### src/hw/rtl/pps_ram.sv
// generic single-port write, single-port read ram with registered read
module pps_ram #(
  parameter int unsigned WIDTH = 8,
  parameter int unsigned DEPTH = 64
) (
  input  logic                     clk,
  input  logic                     we,
  input  logic [$clog2(DEPTH)-1:0] waddr,
  input  logic [WIDTH-1:0]         wdata,
  input  logic [$clog2(DEPTH)-1:0] raddr,
  output logic [WIDTH-1:0]         rdata
);

  logic [WIDTH-1:0] mem [DEPTH];

  always_ff @(posedge clk) begin
    if (we) begin
      mem[waddr] <= wdata;
    end
    rdata <= mem[raddr];
  end

endmodule

### config.mk
export PLATFORM = sky130hd
export DESIGN_NAME = pps_ram
export DESIGN_NICKNAME = d
export VERILOG_FILES = /design/src/hw/rtl/pps_ram.sv
export SDC_FILE = /design/constraint.sdc
export NUM_CORES = 1
export LEC_CHECK = 0
export BUFFER_PORTS_ARGS = -buffer_cell sky130_fd_sc_hd__buf_4
export CAP_MARGIN = 10
export CORE_MARGIN = 1
export CORE_UTILIZATION = 60
export CTS_CLUSTER_DIAMETER = 200
export DETAILED_ROUTE_END_ITERATION = 10
export GPL_TIMING_DRIVEN = 0
export PLACE_DENSITY_LB_ADDON = 0.2
export REMOVE_ABC_BUFFERS = 1
export SLEW_MARGIN = 10
export SYNTH_ARGS = -nofsm -noshare
export SYNTH_HDL_FRONTEND = slang
export SYNTH_SLANG_ARGS = --single-unit
### constraint.sdc
create_clock -name clk -period 2.4 [get_ports clk]
set_clock_uncertainty 0.2 [all_clocks]
set_input_delay 0.24 -clock clk [delete_from_list [all_inputs] [get_ports clk]]
set_output_delay 0.24 -clock clk [all_outputs]
set_load 0.02 [all_outputs]
==> results of run 1 <==
==> worst register-to-register path: stages (launching register included) <==
cell	delay, ps
edfxtp_1	370
mux4_2	490
mux4_2	520
o21ai_0	430
nand2_1	180
==> cell families after synthesis <==
kind of cell    Yosys count
compound gates           54
simple gates            153
flops                   520
buf+inv                  51
mux                     162
==> cells in the mapped netlist (3+ instances only) <==
cell,n,area [um2]
a211oi_1,4,30.03
a21oi_1,3,15.01
a221oi_1,6,52.55
a22oi_1,3,22.52
buf_1,4,15.01
buf_2,11,55.05
buf_4,13,97.59
buf_6,4,45.04
clkbuf_1,17,63.81
dfxtp_1,8,160.2
edfxtp_1,512,15370
mux2_2,13,146.4
mux2i_1,23,230.2
mux4_2,126,2838
nand2_1,19,71.32
nand2b_1,7,43.79
nand3_1,13,65.06
nand3b_1,3,22.52
nor2_1,83,311.6
nor2b_1,14,87.58
nor3_1,7,35.03
o2111ai_1,3,26.28
o221ai_1,8,70.07
o22ai_1,8,50.05
o2bb2ai_1,3,26.28
==> worst paths after layout <==
kind | from | end | slack (ps) | cells after the start
setup / recovery | raddr[1] | rdata[7] | 60 | 6
hold / removal | wdata[5] | mem[16][5] | 30 | 1
setup reg to reg | mem[50][7] | rdata[7] | 80 | 4
hold reg to reg | mem[35][0] | rdata[0] | 690 | 4
==> sequential cells by signal, summed over array words and instances (netlist names) <==
name   cells
rdata      8
mem      512
==> layer usage <==
layer | GRT usage | wire length, um | vias up
li1 | - | - | 4019
met1 | 0.3741 | 16570 | 4986
met2 | 0.4226 | 21070 | 458
met3 | 0.04955 | 4084 | 78
met4 | 0.08694 | 1331 | 0
met5 | 0 | 0 | -
==> per-stage QoR <==
step                worst slack (ps)  utilization  std cells  hold slack, ps  setup TNS (ps)
finish                         64.64       0.6915       1465           32.69               0
floorplan                      516.4            -        889           138.9               0
detailed placement             -1207       0.6322       1363           400.0          -23340
global placement               -2398       0.6290       1360           408.6          -26430
CTS                            6.453       0.6904       1464           23.21               0
global route                   31.78       0.6915       1465           37.00               0
==> layout make-up <==
type,count,area share
sequential,520,0.6853
multi-input combinational,369,0.1921
timing repair buffer,39,0.02136
clock inverter,29,0.01452
clock buffer,66,0.06237
tap,442,0.02440
==> power by group through the flow <==
stage / combinational (mW) / sequential (mW) / clock (mW)
5_1_grt: 1.05 / 10.1 / 8.62
6_report: 0.987 / 10.1 / 8.19
3_3_place_gp: 0.916 / 10.3 / 0
3_5_place_dp: 0.940 / 10.3 / 0
2_1_floorplan: 0.390 / 10.3 / 0
4_1_cts: 0.984 / 10.1 / 8.28
==> repair_timing <==
action / in CTS / in global routing
cloned: 3 / 1
hold buffers: 3 / 0
resized for setup: 9 / 3
endpoints found under the hold margin: 24 / 0
setup buffers: 0 / 0
endpoints found under the setup margin: 8 / 3
==> qor.yml, run 1 <==
die-height_um: 185.3
setup_viol: 0
required_ps: 2620
power_density_nw_per_um2: 849.2
hold_class: "primary input to flip-flop"
switching_share: 0.2029
power_frac_seq: 0.523
start_kind: "primary input"
core_area_um2: 32780
final_common_cell: "edfxtp_1"
design_area_um2: 22670
synth-seq-cells: 520
seq_area_frac_synth: 0.7703
cts_tree: "yes"
first_pass_iters: 6
synthAdderAreaFrac: 0
synthCells: 940
cts_made_buffers: 51
synth_xor_area_frac: 0
ys_warn_count: 0
synthSimpleGateAreaFrac: 0.03388
async_reset_ff_frac: 0
max-slew-margin-rel: 0.3521
rsz0062_at_grt: "no"
cp_num_buf_inv: 2
clock_power_share: 0.425
critPathMostFrequentCell: "mux4_2"
cap_violations: 0
grt_pass1_vias: 10010
grt_pass1_wl_mm: 64.06
grtUsageTotal: 0.2647
clock_path_buffers: 3
ios: 30
period_needed_ps: 2335
regArea_um2: 15530
antenna_found_initial: 0
worstMarginPinSlew_ps: 968.3
peakVddDrop_mv: 0.6635
die_w_um: 185.3
muxShareOfSynthArea: 0.1594
overflow: 0
areaGrowthSynthToFinish_pct: 12.41
num_antenna_cells: 0
cts_htree_levels: 2
cp_slowest_cell: "mux4_2"
vias_per_cell: 6.513
rows: 66
drtIter0Drc: 1180
final_nets: 1003
finalHoldViolCount: 0
cp-end-kind: "flip-flop"
clkLatencyLatePin_ps: 570
synth-compound-area-share: 0.02072
antenna_left: 0
place_area_um2: 20720
die_area_um2: 34350
comb_power_share: 0.051
drv_slew: 0
final_cell_mix: "edfxtp_1, mux4_2, nor2_1"
crit_chain: "buf_8 -> buf_16 -> mux4_2 -> mux4_2 -> o21ai_0 -> nand2_1"
critical-path-max-stage-delay_ps: 540
place_hpwl_mm: 23.85
power_mw: 19.25
final_layout_size_suffix_gt1_frac: 0.2551
place.gp.congestion: 0.8003
numPortBuffers: 29
netSwitchingPower_mw: 3.907
synth_top_family_by_area: "multiplexers"
synth-edff-count: 512
clk_pin_slew_ps: 60
syn_area_um2: 20170
synth_flop_cell: "edfxtp_1"
via_count: 9541
drc: 0
drt-total-wl_mm: 43.06
cts-root-buf: "clkbuf_16"
n_fill_cell: 2010
numClockSinks: 520
fin_crit_sh: 0.9731
start_util: 0.6151
cp.arrival_ps: 2550
multiInputGateArea_um2: 4354
cp_max_fo: 55
syn_avg_cell_area_um2: 21.45
p_int_mw: 15.34
path_delay_family: "multiplexers"
critPathKind: "primary input to flip-flop"
wire_per_inst_um: 29.39
yosysUniqueCellTypes: 40
grt_max_degree: 80
status: "finished, final reports clean"
fmax_mhz: 428.2
p_leak_nw: 7.085
Power figures use the tool's default switching activity.
==> run 2: changes to the inputs <==
Settings changed: CORE_UTILIZATION 60 to 50, GPL_ROUTABILITY_DRIVEN set to 0.
==> qor.yml, run 2 (synthesis results as in run 1) <==
status: "finished, final reports clean"
place_hpwl_mm: 24.10
switching_share: 0.2084
holdPathEnd: "mem[19][3]"
min-delay-start: "wdata[3]"
overflow: 0
num_antenna_cells: 0
worstMarginPinSlew_ps: 1005
setup_viol: 0
clock_power_share: 0.404
antenna_left: 0
fmax_mhz: 433.5
clk_pin_slew_ps: 60
cp.arrival_ps: 2540
cts_tree: "yes"
drt-total-wl_mm: 43.33
final_layout_size_suffix_gt1_frac: 0.2444
cts_setup_buffers: 0
p_int_mw: 14.69
peakVddDrop_mv: 0.6856
drv_slew: 0
vias_per_cell: 6.098
r2r_end: "rdata[6]"
antenna_found_initial: 1
setup-tns-final_ps: 0
netSwitchingPower_mw: 3.866
period_needed_ps: 2307
largestRegisters: "mem (512), rdata (8)"
pre_cts_ws_ps: -993.7
first_pass_iters: 5
largest_reg_flops: 512
cts_made_buffers: 51
numClockSinks: 520
grtUsageTotal: 0.2183
cp_num_buf_inv: 2
final_cell_mix: "edfxtp_1, mux4_2, nor2_1"
start_kind: "primary input"
final_cell_count_no_fill: 1544
critPathMostFrequentCell: "mux4_2"
critical-path-max-stage-delay_ps: 490
drtIter0Drc: 863
power_frac_seq: 0.543
cp_slowest_cell: "mux4_2"
hold_class: "primary input to flip-flop"
finalHoldViolCount: 0
cts-root-buf: "clkbuf_16"
rsz0062_at_grt: "no"
critPathKind: "primary input to flip-flop"
die-height_um: 202.8
clock_path_buffers: 3
areaGrowthSynthToFinish_pct: 11.74
cap_violations: 0
r2r_cells: 5
fin_ws_ps: 93.16
dp_cells: 1449
required_ps: 2630
ff2ff_setup_slack_ps: 100
core_area_um2: 39730
grt_pass1_wl_mm: 64.18
max-slew-margin-rel: 0.3272
grt_max_degree: 80
holdWs_ps: 14.60
ios: 30
die_area_um2: 41140
crit_chain: "buf_6 -> buf_16 -> mux4_2 -> mux4_2 -> o21ai_0 -> nand2_1"
final_common_cell: "edfxtp_1"
final_core_util: 0.5672
p_leak_nw: 6.967
rows: 73
cp-end-kind: "flip-flop"
grt_pass1_vias: 9540
clkLatencyLatePin_ps: 580
path_delay_family: "multiplexers"
hold_depth: 1
die_w_um: 202.8
wire_per_inst_um: 28.06
rr_startpoint: "mem[29][6]"
power_density_nw_per_um2: 823.2
numPortBuffers: 29
drc: 0
cts_htree_levels: 2
start_util: 0.5076
final_nets: 1005
cp_max_fo: 52
regMostFlops: "mem"
via_count: 9416
comb_power_share: 0.053
fin_crit_sh: 0.9612
==> run 2: routing by layer <==
metal / up-vias / wire [um] / GRT usage / share of wire
met4: 0 / 947 / 0.06176 / 0.022
met5: - / 0 / 0 / 0
met1: 5019 / 18930 / 0.3223 / 0.44
li1: 4009 / - / - / -
met2: 314 / 20520 / 0.3357 / 0.47
met3: 74 / 2936 / 0.04205 / 0.068
==> run 2: power groups by stage <==
stage                     clock network (mW)  registers (mW)  logic [mW]
after global routing                    7.92            10.1        1.04
final                                   7.50            10.1       0.978
after floorplan                            0            10.3       0.390
after global placement                     0            10.3       0.941
after detailed placement                   0            10.3       0.963
after CTS                               7.60            10.1       0.992
==> run 2: repair_timing <==
item	in CTS	in global routing
resized for setup	6	1
cloned	2	0
endpoints found under the hold margin	18	0
hold buffers	4	0
endpoints found under the setup margin	4	1
==> run 2: stage by stage <==
step / total power [mW] / cell area (um2)
floorplan: 10.67 / 19850
global placement: 11.20 / 20720
detailed placement: 11.23 / 20850
CTS: 18.67 / 22530
global route: 19.04 / 22540
finish: 18.55 / 22540
==> run 2: worst max path at each step <==
stage	from	to	slack (ps)	depth (start not counted)
detailed placement	raddr[2]	rdata[4]	-990	6
floorplan	mem[29][4]	rdata[4]	520	5
CTS	mem[29][4]	rdata[4]	50	5
finish	raddr[1]	rdata[7]	90	6
global route	mem[29][6]	rdata[6]	30	5
global placement	raddr[0]	rdata[5]	-2930	5
==> run 2: area by class of cell <==
cell class / instances / area, um2
Fill cell: 2922 / 17200
Sequential cell: 520 / 15530
Multi-Input combinational cell: 369 / 4350
Clock buffer: 67 / 1389
Tap cell: 525 / 656.9
Timing Repair Buffer: 41 / 451.7
Clock inverter: 22 / 152.6
